File: src/sv/polynomial_newton_root_finder_unit_assert.svh
// Assertion macros for the root finder, clocked on i_clk, off during reset
`ifndef POLYNOMIAL_NEWTON_ROOT_FINDER_UNIT_ASSERT_SVH
`define POLYNOMIAL_NEWTON_ROOT_FINDER_UNIT_ASSERT_SVH

// same-cycle implication
`define PNR_ASSERT_NOW(lbl, cond, prop) \
    lbl: assert property (@(posedge i_clk) disable iff (!i_rst_n) (cond) |-> (prop)) \
        else $error("pnr assertion failed");

// next-cycle implication
`define PNR_ASSERT_NEXT(lbl, cond, prop) \
    lbl: assert property (@(posedge i_clk) disable iff (!i_rst_n) (cond) |=> (prop)) \
        else $error("pnr assertion failed");

`endif

File: src/sv/pnr_pkg.sv
package pnr_pkg;

    // Q16.32 word
    localparam int Q_W        = 48;
    localparam int TOL_W      = 47;
    localparam int STAT_W     = 2;
    localparam int ITER_OUT_W = 7;
    localparam int CFG_ADDR_W = 1;

    localparam logic signed [Q_W-1:0] Q_MAX = {1'b0, {(Q_W-1){1'b1}}};
    localparam logic signed [Q_W-1:0] Q_MIN = {1'b1, {(Q_W-1){1'b0}}};

    // parameter defaults
    localparam int MAX_DEGREE_DEF     = 9;
    localparam int MAX_ITERATIONS_DEF = 64;

    // register reset values
    localparam logic signed [Q_W-1:0] GUESS_RST = 48'sh0001_0000_0000;
    localparam logic [TOL_W-1:0]      TOL_RST   = 47'd42950;

    // register indexes
    localparam logic [CFG_ADDR_W-1:0] CFG_INITIAL_GUESS = 1'd0;
    localparam logic [CFG_ADDR_W-1:0] CFG_TOLERANCE     = 1'd1;

    // result status codes
    localparam logic [STAT_W-1:0] ST_CONVERGED  = 2'd0;
    localparam logic [STAT_W-1:0] ST_ZERO_DERIV = 2'd1;
    localparam logic [STAT_W-1:0] ST_ITER_LIMIT = 2'd2;
    localparam logic [STAT_W-1:0] ST_SATURATED  = 2'd3;

    // result word of the multiply and divide units
    typedef struct packed {
        logic                 done;
        logic                 sat;
        logic [Q_W-1:0]       value;
    } t_unit_out;

    // sequencer states
    typedef enum logic [3:0] {
        S_IDLE,
        S_INIT,
        S_HCHK,
        S_MDP,
        S_MP,
        S_EVAL,
        S_DIV,
        S_DONE
    } t_state;

endpackage

File: src/sv/pnr_mul.sv
// Saturating Q16.32 multiply, accumulating four 24x24 partial products
module pnr_mul (
    input  logic                        i_clk,
    input  logic                        i_rst_n,
    input  logic                        i_start,
    input  logic [pnr_pkg::Q_W-1:0]     i_a,
    input  logic [pnr_pkg::Q_W-1:0]     i_b,
    output pnr_pkg::t_unit_out          o_res
);

    localparam int H_W = pnr_pkg::Q_W / 2;
    localparam int P_W = 2 * pnr_pkg::Q_W;

    logic                     r_run, r_fin;
    logic [1:0]               r_cnt;
    logic [pnr_pkg::Q_W-1:0]  r_ma, r_mb;
    logic                     r_neg;
    logic [P_W-1:0]           r_acc;
    pnr_pkg::t_unit_out       r_out;

    logic [H_W-1:0]           opa, opb;
    logic [2*H_W-1:0]         pp;
    logic [P_W-1:0]           pp_sh;
    logic [P_W-1:0]           rnd;
    logic [63:0]              mag_r;
    logic                     sat_pos, sat_neg;
    logic [pnr_pkg::Q_W-1:0]  ma_in, mb_in;

    // operand magnitudes
    assign ma_in = i_a[pnr_pkg::Q_W-1] ? (~i_a + 1'b1) : i_a;
    assign mb_in = i_b[pnr_pkg::Q_W-1] ? (~i_b + 1'b1) : i_b;

    // partial product select and alignment
    always_comb begin
        opa = r_cnt[1] ? r_ma[pnr_pkg::Q_W-1:H_W] : r_ma[H_W-1:0];
        opb = r_cnt[0] ? r_mb[pnr_pkg::Q_W-1:H_W] : r_mb[H_W-1:0];
        pp  = opa * opb;
        unique case (r_cnt)
            2'd0:    pp_sh = {{(P_W-2*H_W){1'b0}}, pp};
            2'd1,
            2'd2:    pp_sh = {{(P_W-2*H_W){1'b0}}, pp} << H_W;
            default: pp_sh = {{(P_W-2*H_W){1'b0}}, pp} << (2*H_W);
        endcase
    end

    // round to nearest on the magnitude, then saturate
    always_comb begin
        rnd     = r_acc + (P_W)'(64'h8000_0000);
        mag_r   = rnd[P_W-1:32];
        sat_pos = |mag_r[63:pnr_pkg::Q_W-1];
        sat_neg = (|mag_r[63:pnr_pkg::Q_W]) ||
                  (mag_r[pnr_pkg::Q_W-1] && (|mag_r[pnr_pkg::Q_W-2:0]));
    end

    always_ff @(posedge i_clk) begin
        if (!i_rst_n) begin
            r_run      <= 1'b0;
            r_fin      <= 1'b0;
            r_out.done <= 1'b0;
        end else begin
            r_out.done <= 1'b0;
            if (i_start) begin
                r_ma  <= ma_in;
                r_mb  <= mb_in;
                r_neg <= i_a[pnr_pkg::Q_W-1] ^ i_b[pnr_pkg::Q_W-1];
                r_acc <= '0;
                r_cnt <= 2'd0;
                r_run <= 1'b1;
            end else if (r_run) begin
                r_acc <= r_acc + pp_sh;
                r_cnt <= r_cnt + 2'd1;
                if (r_cnt == 2'd3) begin
                    r_run <= 1'b0;
                    r_fin <= 1'b1;
                end
            end else if (r_fin) begin
                r_fin      <= 1'b0;
                r_out.done <= 1'b1;
                if (r_neg) begin
                    r_out.sat   <= sat_neg;
                    r_out.value <= sat_neg ? pnr_pkg::Q_MIN
                                           : (~mag_r[pnr_pkg::Q_W-1:0] + 1'b1);
                end else begin
                    r_out.sat   <= sat_pos;
                    r_out.value <= sat_pos ? pnr_pkg::Q_MAX : mag_r[pnr_pkg::Q_W-1:0];
                end
            end
        end
    end

    assign o_res = r_out;

endmodule

File: src/sv/pnr_div.sv
// Saturating Q16.32 divide, restoring, one quotient bit per cycle
module pnr_div (
    input  logic                        i_clk,
    input  logic                        i_rst_n,
    input  logic                        i_start,
    input  logic [pnr_pkg::Q_W-1:0]     i_n,
    input  logic [pnr_pkg::Q_W-1:0]     i_d,
    output pnr_pkg::t_unit_out          o_res
);

    localparam int W     = pnr_pkg::Q_W;
    localparam int INT_W = 16;

    logic                r_chk, r_run, r_fin;
    logic [5:0]          r_cnt;
    logic [W-1:0]        r_mn, r_md, r_rem, r_bits;
    logic                r_neg;
    pnr_pkg::t_unit_out  r_out;

    logic [W:0]          trial;
    logic                ge;
    logic [W:0]          diff;
    logic                ovf;
    logic                sat_pos, sat_neg;

    // one restoring step
    always_comb begin
        trial   = {r_rem, r_bits[W-1]};
        ge      = trial >= {1'b0, r_md};
        diff    = trial - {1'b0, r_md};
        ovf     = {{INT_W{1'b0}}, r_mn[W-1:INT_W]} >= r_md;
        sat_pos = r_bits[W-1];
        sat_neg = r_bits[W-1] && (|r_bits[W-2:0]);
    end

    always_ff @(posedge i_clk) begin
        if (!i_rst_n) begin
            r_chk      <= 1'b0;
            r_run      <= 1'b0;
            r_fin      <= 1'b0;
            r_out.done <= 1'b0;
        end else begin
            r_out.done <= 1'b0;
            if (i_start) begin
                r_mn  <= i_n[W-1] ? (~i_n + 1'b1) : i_n;
                r_md  <= i_d[W-1] ? (~i_d + 1'b1) : i_d;
                r_neg <= i_n[W-1] ^ i_d[W-1];
                r_chk <= 1'b1;
            end else if (r_chk) begin
                // integer part too large: saturate at once
                r_chk <= 1'b0;
                if (ovf) begin
                    r_out.done  <= 1'b1;
                    r_out.sat   <= 1'b1;
                    r_out.value <= r_neg ? pnr_pkg::Q_MIN : pnr_pkg::Q_MAX;
                end else begin
                    r_rem  <= {{INT_W{1'b0}}, r_mn[W-1:INT_W]};
                    r_bits <= {r_mn[INT_W-1:0], {(W-INT_W){1'b0}}};
                    r_cnt  <= '0;
                    r_run  <= 1'b1;
                end
            end else if (r_run) begin
                r_rem  <= ge ? diff[W-1:0] : trial[W-1:0];
                r_bits <= {r_bits[W-2:0], ge};
                r_cnt  <= r_cnt + 6'd1;
                if (r_cnt == 6'(W-1)) begin
                    r_run <= 1'b0;
                    r_fin <= 1'b1;
                end
            end else if (r_fin) begin
                r_fin      <= 1'b0;
                r_out.done <= 1'b1;
                if (r_neg) begin
                    r_out.sat   <= sat_neg;
                    r_out.value <= sat_neg ? pnr_pkg::Q_MIN : (~r_bits + 1'b1);
                end else begin
                    r_out.sat   <= sat_pos;
                    r_out.value <= sat_pos ? pnr_pkg::Q_MAX : r_bits;
                end
            end
        end
    end

    assign o_res = r_out;

endmodule

File: src/sv/polynomial_newton_root_finder_unit.sv
// Channel   | Signals                                   | Handshake
// ----------+-------------------------------------------+-------------------------
// input     | i_coefficient, i_is_last                  | start && !busy
// result    | o_root, o_status, o_iterations            | o_done, one cycle
// config    | i_cfg_addr, i_cfg_data                    | i_cfg_we
//
// Coefficients are accepted back to back while busy is low. A solve runs k Newton
// steps over the n coefficients: each Horner stage is a check state plus two
// multiplies, and each step ends in a 48-bit restoring divide.
// busy stays high from the last coefficient until the result strobe.
// Synchronous active-low reset idles the sequencer and restores the registers.
// The result receiver cannot stall; o_done marks the one cycle the word is valid.
`include "polynomial_newton_root_finder_unit_assert.svh"

module polynomial_newton_root_finder_unit #(
    parameter int MAX_DEGREE     = pnr_pkg::MAX_DEGREE_DEF,
    parameter int MAX_ITERATIONS = pnr_pkg::MAX_ITERATIONS_DEF
) (
    input  logic                                  i_clk,
    input  logic                                  i_rst_n,
    input  logic                                  start,
    output logic                                  busy,
    input  logic signed [pnr_pkg::Q_W-1:0]        i_coefficient,
    input  logic                                  i_is_last,
    output logic                                  o_done,
    output logic signed [pnr_pkg::Q_W-1:0]        o_root,
    output logic [pnr_pkg::STAT_W-1:0]            o_status,
    output logic [pnr_pkg::ITER_OUT_W-1:0]        o_iterations,
    input  logic                                  i_cfg_we,
    input  logic [pnr_pkg::CFG_ADDR_W-1:0]        i_cfg_addr,
    input  logic [pnr_pkg::Q_W-1:0]               i_cfg_data
);

    localparam int W     = pnr_pkg::Q_W;
    localparam int DEPTH = MAX_DEGREE + 1;
    localparam int CW    = $clog2(DEPTH + 1);
    localparam int IDXW  = $clog2(DEPTH);
    localparam int IW    = $clog2(MAX_ITERATIONS + 1);

    typedef struct packed {
        logic [W-1:0] v;
        logic         sat;
    } t_add;

    // saturating 48-bit add or subtract
    function automatic t_add qaddsub(input logic [W-1:0] a, input logic [W-1:0] b,
                                     input logic sub);
        logic [W:0] s;
        t_add       r;
        s     = sub ? ({a[W-1], a} - {b[W-1], b}) : ({a[W-1], a} + {b[W-1], b});
        r.sat = s[W] ^ s[W-1];
        r.v   = r.sat ? (s[W] ? pnr_pkg::Q_MIN : pnr_pkg::Q_MAX) : s[W-1:0];
        return r;
    endfunction

    pnr_pkg::t_state           r_state, n_state;
    logic [W-1:0]              r_store [DEPTH];
    logic [CW-1:0]             r_count;
    logic [IDXW-1:0]           r_i;
    logic [W-1:0]              r_x, r_p, r_dp;
    logic                      r_sat;
    logic [IW-1:0]             r_iters;
    logic [pnr_pkg::STAT_W-1:0] r_status;
    logic [W-1:0]              r_guess;
    logic [pnr_pkg::TOL_W-1:0] r_tol;

    logic                      accept;
    logic [CW-1:0]             count_m1;
    logic [IDXW-1:0]           rd_addr;
    logic [W-1:0]              rd_coef;
    logic                      mul_start, div_start;
    logic [W-1:0]              mul_a;
    pnr_pkg::t_unit_out        mul_res, div_res;
    t_add                      add_dp, add_p, add_x;
    logic [W-1:0]              step_mag;
    logic                      tol_hit;
    logic [IW-1:0]             iters_inc;
    logic [IW+pnr_pkg::ITER_OUT_W-1:0] iters_ext;

    assign accept   = start && !busy;
    assign count_m1 = r_count - CW'(1);

    // single read port into the coefficient store
    always_comb begin
        rd_addr = (r_state == pnr_pkg::S_INIT) ? count_m1[IDXW-1:0] : (r_i - IDXW'(1));
        rd_coef = r_store[rd_addr];
    end

    // Horner and update arithmetic
    always_comb begin
        mul_a     = (r_state == pnr_pkg::S_HCHK) ? r_dp : r_p;
        add_dp    = qaddsub(mul_res.value, r_p, 1'b0);
        add_p     = qaddsub(mul_res.value, rd_coef, 1'b0);
        add_x     = qaddsub(r_x, div_res.value, 1'b1);
        step_mag  = div_res.value[W-1] ? (~div_res.value + 1'b1) : div_res.value;
        tol_hit   = step_mag < {1'b0, r_tol};
        iters_inc = r_iters + IW'(1);
    end

    pnr_mul u_mul (
        .i_clk   (i_clk),
        .i_rst_n (i_rst_n),
        .i_start (mul_start),
        .i_a     (mul_a),
        .i_b     (r_x),
        .o_res   (mul_res)
    );

    pnr_div u_div (
        .i_clk   (i_clk),
        .i_rst_n (i_rst_n),
        .i_start (div_start),
        .i_n     (r_p),
        .i_d     (r_dp),
        .o_res   (div_res)
    );

    // next state
    always_comb begin
        n_state = r_state;
        unique case (r_state)
            pnr_pkg::S_IDLE: if (accept && i_is_last) n_state = pnr_pkg::S_INIT;
            pnr_pkg::S_INIT: n_state = pnr_pkg::S_HCHK;
            pnr_pkg::S_HCHK: n_state = (r_i == '0) ? pnr_pkg::S_EVAL : pnr_pkg::S_MDP;
            pnr_pkg::S_MDP:  if (mul_res.done) n_state = pnr_pkg::S_MP;
            pnr_pkg::S_MP:   if (mul_res.done) n_state = pnr_pkg::S_HCHK;
            pnr_pkg::S_EVAL: begin
                n_state = (r_sat || r_dp == '0) ? pnr_pkg::S_DONE : pnr_pkg::S_DIV;
            end
            pnr_pkg::S_DIV: begin
                if (div_res.done) begin
                    if (div_res.sat || add_x.sat || tol_hit ||
                        iters_inc == IW'(MAX_ITERATIONS))
                        n_state = pnr_pkg::S_DONE;
                    else
                        n_state = pnr_pkg::S_INIT;
                end
            end
            pnr_pkg::S_DONE: n_state = pnr_pkg::S_IDLE;
            default:         n_state = pnr_pkg::S_IDLE;
        endcase
    end

    // state outputs
    always_comb begin
        busy      = (r_state != pnr_pkg::S_IDLE);
        o_done    = (r_state == pnr_pkg::S_DONE);
        mul_start = ((r_state == pnr_pkg::S_HCHK) && (r_i != '0)) ||
                    ((r_state == pnr_pkg::S_MDP) && mul_res.done);
        div_start = (r_state == pnr_pkg::S_EVAL) && !r_sat && (r_dp != '0);
    end

    always_ff @(posedge i_clk) begin
        if (!i_rst_n) begin
            r_state <= pnr_pkg::S_IDLE;
            r_count <= '0;
            r_guess <= pnr_pkg::GUESS_RST;
            r_tol   <= pnr_pkg::TOL_RST;
        end else begin
            r_state <= n_state;

            // configuration writes
            if (i_cfg_we) begin
                unique case (i_cfg_addr)
                    pnr_pkg::CFG_INITIAL_GUESS: r_guess <= i_cfg_data;
                    pnr_pkg::CFG_TOLERANCE:     r_tol   <= i_cfg_data[pnr_pkg::TOL_W-1:0];
                    default: ;
                endcase
            end

            // coefficient load, extra words dropped
            if (accept) begin
                if (r_count < CW'(DEPTH)) begin
                    r_store[r_count[IDXW-1:0]] <= i_coefficient;
                    r_count <= r_count + CW'(1);
                end
                if (i_is_last) begin
                    r_x     <= r_guess;
                    r_iters <= '0;
                    r_sat   <= 1'b0;
                end
            end

            unique case (r_state)
                pnr_pkg::S_INIT: begin
                    r_p  <= rd_coef;
                    r_dp <= '0;
                    r_i  <= count_m1[IDXW-1:0];
                end
                pnr_pkg::S_MDP: begin
                    if (mul_res.done) begin
                        r_dp  <= add_dp.v;
                        r_sat <= r_sat | mul_res.sat | add_dp.sat;
                    end
                end
                pnr_pkg::S_MP: begin
                    if (mul_res.done) begin
                        r_p   <= add_p.v;
                        r_sat <= r_sat | mul_res.sat | add_p.sat;
                        r_i   <= r_i - IDXW'(1);
                    end
                end
                pnr_pkg::S_EVAL: begin
                    if (r_sat)
                        r_status <= pnr_pkg::ST_SATURATED;
                    else if (r_dp == '0)
                        r_status <= pnr_pkg::ST_ZERO_DERIV;
                end
                pnr_pkg::S_DIV: begin
                    if (div_res.done) begin
                        r_x     <= add_x.v;
                        r_iters <= iters_inc;
                        r_sat   <= r_sat | div_res.sat | add_x.sat;
                        if (div_res.sat || add_x.sat)
                            r_status <= pnr_pkg::ST_SATURATED;
                        else if (tol_hit)
                            r_status <= pnr_pkg::ST_CONVERGED;
                        else
                            r_status <= pnr_pkg::ST_ITER_LIMIT;
                    end
                end
                pnr_pkg::S_DONE: r_count <= '0;
                default: ;
            endcase
        end
    end

    // result word
    assign iters_ext    = {{pnr_pkg::ITER_OUT_W{1'b0}}, r_iters};
    assign o_root       = r_x;
    assign o_status     = r_status;
    assign o_iterations = iters_ext[pnr_pkg::ITER_OUT_W-1:0];

    // checks
    `PNR_ASSERT_NEXT(a_done_one_cycle, o_done, !o_done && !busy)
    `PNR_ASSERT_NEXT(a_last_starts_solve, start && !busy && i_is_last, busy)
    `PNR_ASSERT_NOW(a_converged_counts, o_done && (o_status == pnr_pkg::ST_CONVERGED), r_iters != '0)
    `PNR_ASSERT_NOW(a_units_exclusive, mul_start, !div_start)

endmodule

File: config.mk
export PLATFORM = sky130hd
export DESIGN_NAME = polynomial_newton_root_finder_unit
export DESIGN_NICKNAME = d
export VERILOG_FILES = /design/src/sv/pnr_pkg.sv /design/src/sv/pnr_mul.sv /design/src/sv/pnr_div.sv /design/src/sv/polynomial_newton_root_finder_unit.sv
export VERILOG_INCLUDE_DIRS = /design/src /design/src/sv
export SDC_FILE = /design/constraint.sdc
export NUM_CORES = 2
export LEC_CHECK = 0
export ABC_AREA = 1
export BUFFER_PORTS_ARGS = -buffer_cell sky130_fd_sc_hd__buf_4
export CAP_MARGIN = 10
export CORE_MARGIN = 1.5
export CORE_UTILIZATION = 40
export CTS_BUF_LIST = sky130_fd_sc_hd__clkbuf_4 sky130_fd_sc_hd__clkbuf_8
export DETAILED_ROUTE_END_ITERATION = 16
export PLACE_DENSITY = 0.63
export SYNTH_ARGS = -nofsm -noshare
export SYNTH_HDL_FRONTEND = slang
export SYNTH_SLANG_ARGS = --single-unit
File: constraint.sdc
create_clock -name i_clk -period 9.03 [get_ports i_clk]
set_input_delay 1.806 -clock i_clk [delete_from_list [all_inputs] [get_ports i_clk]]
set_output_delay 1.806 -clock i_clk [all_outputs]
set_load 0.005 [all_outputs]
==> summary.md <==
| Metric | Value |
|---|---|
| Tcrit/Tclk final | 102.7% |
| Hpwl dp | 278.8 mm |
| Cell variety after synth | 66 |
| Area of the die | 0.2530 mm² |
| Status | complete, but fails checks |
| Syn Area/Cell | 8.000 µm² |
| Buf+Inv Stages, Crit Path | 18 |
| GPL Wtd Cong | 1.023 |
| CTS tree | done |
| Chip Width | 503.0 µm |
| CTS Buffer Depth | 3 |
| Die Y | 503.0 µm |
| DRC | 0 |
| Final WS setup | -0.2407 ns |
| Yosys warning count | 0 |
| Share of cells above drive strength 1 | 17.65% |
| Routed vias/inst | 5.379 |
| Hold Crit Class | flip-flop to flip-flop |
| Layout area overhead | 21.01% |
| Final hold vios | 0 |
| Synth Flop Type | edfxtp_1 |
| RSZ-0062 raised after global routing | true |
| Layout Skew | 0.09698 ns |
| Post-Route WL | 357.6 mm |
| Synthesized flop and latch total | 1,239 |
| Fin nets | 14,710 |
| I/O Buffers | 160 |
| CTS Buf Count | 216 |
| Worst skew pair latency | 1.04 ns |
| CP top delay family | adder cells |
| Wire length per cell | 20.95 µm |
| Final Setup Violations | 54 |
| CP startpoint kind | flip-flop |
| Final Max Tran Viols | 0 |
| Data required, critical path | 9.79 ns |
| CP Capture Type | flip-flop |
| Vias | 91,840 |
| Hold Slack | 0.4611 ns |
| Sequential share of the synthesized area | 36.12% |
| Worst-path cell with the longest stage delay | fa_2 |
| # rows | 183 |
| Drt first pass iters | 6 |
| Worst-path fanout max | 5 |
| Min Tclk post-route | 9.271 ns |
| Grt total ovfl | 0 |
| Root Buffer | clkbuf_8 |
| Vias in the first global route | 86,950 |
| Worst-path clk slew | 0.07 ns |
| Async set-reset flop share out of synthesis | 0% |
| Final ANT Viol Nets | 0 |
| Most used cell, CP | buf_4 |
| 1st-iter DRT viols | 9,019 |
| Max-cap violations | 0 |
| Setup Crit Path Kind | flip-flop to flip-flop |
| Starting Density | 40.21% |
| Syn Nets | 13,640 |
| GR Util All Layers | 27.61% |
| Slowest stage delay, CP | 0.61 ns |
| Global-route wire length before repair | 530.3 mm |
| Failing checks | negative setup slack |
| Initial antenna violation count | 13 |
| Worst path arrival time | 10.03 ns |
| Mapped Cells | 12,500 |
| CTS sink count | 1,239 |
| Least-Margin Pin Slew | 1.114 ns |
| Fmax achieved | 107.9 MHz |
| Synthesized area | 0.09998 mm² |
| Post-synth EDFFs | 1,130 |
| I/O pin cnt | 161 |
| H-tree Lvls | 4 |
| Largest net degree at the start of global routing | 125 |
| Core Area | 0.2487 mm² |
| Slew headroom | 25.62% |
[Yosys cell counts (126+ instances only)]
cell / number / share of area [%]
nand2_1: 2382 / 8.9
nor2_1: 1939 / 7.3
inv_1: 1693 / 6.4
edfxtp_1: 1130 / 34
o21ai_0: 955 / 4.8
a21oi_1: 827 / 4.1
ha_1: 557 / 7.0
fa_1: 487 / 9.8
xor2_1: 361 / 3.2
nand3_1: 321 / 1.6
clkbuf_1: 308 / 1.2
nor3_1: 168 / 0.84
xnor2_1: 161 / 1.4
a31oi_1: 140 / 0.88
nand4_1: 126 / 0.79
[tightest hold or removal path: cells and delay by family, from the launching register on]
kind                   cells  cell delay, ns
and+or+nand+nor            1            0.10
DFF                        1            0.29
buffers and inverters      1            0.09
[final cells by class]
class                           instances  area [µm²]
Timing Repair Buffer                 1232        9839
Timing Repair inverter                  1       7.507
Sequential cell                      1239       36120
Tap cell                             3330        4167
Fill cell                           24340      127700
Clock buffer                          279        3458
Clock inverter                        112        1241
Antenna cell                            8       20.02
Multi-Input combinational cell       9151       59610
Inverter                             1721        6526
[flip-flops by register name, summed over array words and instances (netlist names), 3 cells and up]
register	cells
u_div.r_md	48
u_div.o_res	50
u_mul.r_acc	96
u_mul.r_ma	48
r_guess	48
r_state	3
o_iterations	7
u_mul.r_mb	48
r_tol	47
u_div.r_cnt	6
r_store	480
r_p	48
o_root	48
u_mul.o_res	50
u_div.r_rem	48
r_count	4
r_i	4
u_div.r_bits	48
u_div.r_mn	48
r_dp	48
[per-stage QoR]
step                TNS [ns]  util [%]  worst slack, ns  cells  cell area (µm²)
finish                -6.424     48.66          -0.2407  17070           121000
CTS                   -5.840     47.48          -0.2450  17000           118100
global route          -27.52     48.65          -0.6120  17070           121000
global placement      -33.86     44.89           -1.127  16570           111600
detailed placement    -43.74     44.89           -1.238  16570           111600
floorplan                  0         -         0.003848  12500            99990
[layout by cell type (no fill, tap or decap), types with 155 or more instances in the layout]
cell	count
nand3_1	301
buf_4	1147
xor2_1	352
edfxtp_1	1130
o21ai_0	822
inv_1	1612
ha_1	496
clkbuf_8	218
xnor2_1	155
fa_1	456
nand2_1	2293
a21oi_1	722
nor2_1	1803
[repair_timing]
item / in CTS / in global routing
gates cloned: 1 / 2
endpoints found under the setup margin: 74 / 76
hold buffers: 0 / 0
buffers inserted: 40 / 65
pin swaps: 104 / 204
resized for setup: 399 / 612
[path summary, 6_finish.rpt]
check | from | end | slack [ns] | cells after the start
setup / recovery | u_mul.r_cnt[1] | u_mul.r_acc[51] | -0.24 | 42
hold / removal | u_mul.r_fin | u_mul.o_res[49] | 0.46 | 2
setup reg to reg | u_mul.r_cnt[1] | u_mul.r_acc[51] | -0.24 | 42
hold reg to reg | u_mul.r_fin | u_mul.o_res[49] | 0.46 | 2
[layer usage]
metal	up-vias	GRT usage, %	part of all wire [%]
li1	43610	-	-
met1	43770	38.18	43
met2	3786	43.57	45
met3	666	4.221	8.1
met4	14	10.25	4.1
met5	-	0	0.026
[kinds of logic (layout without fill, tap and decap cells)]
logic type,Yosys count,count (layout),share of synthesized area (%)
simple gates,5153,5153,21.00
compound gates,2430,2430,13.54
buf+inv,2108,3345,8.018
flops,1239,1239,36.12
fa+ha+maj,1044,1044,16.72
xor+xnor,523,523,4.589
mux,1,1,0.01001
other cells,0,8,0
Power is not shown: default switching activity piles up to over one toggle a cycle in this logic, so the estimate is an artifact.
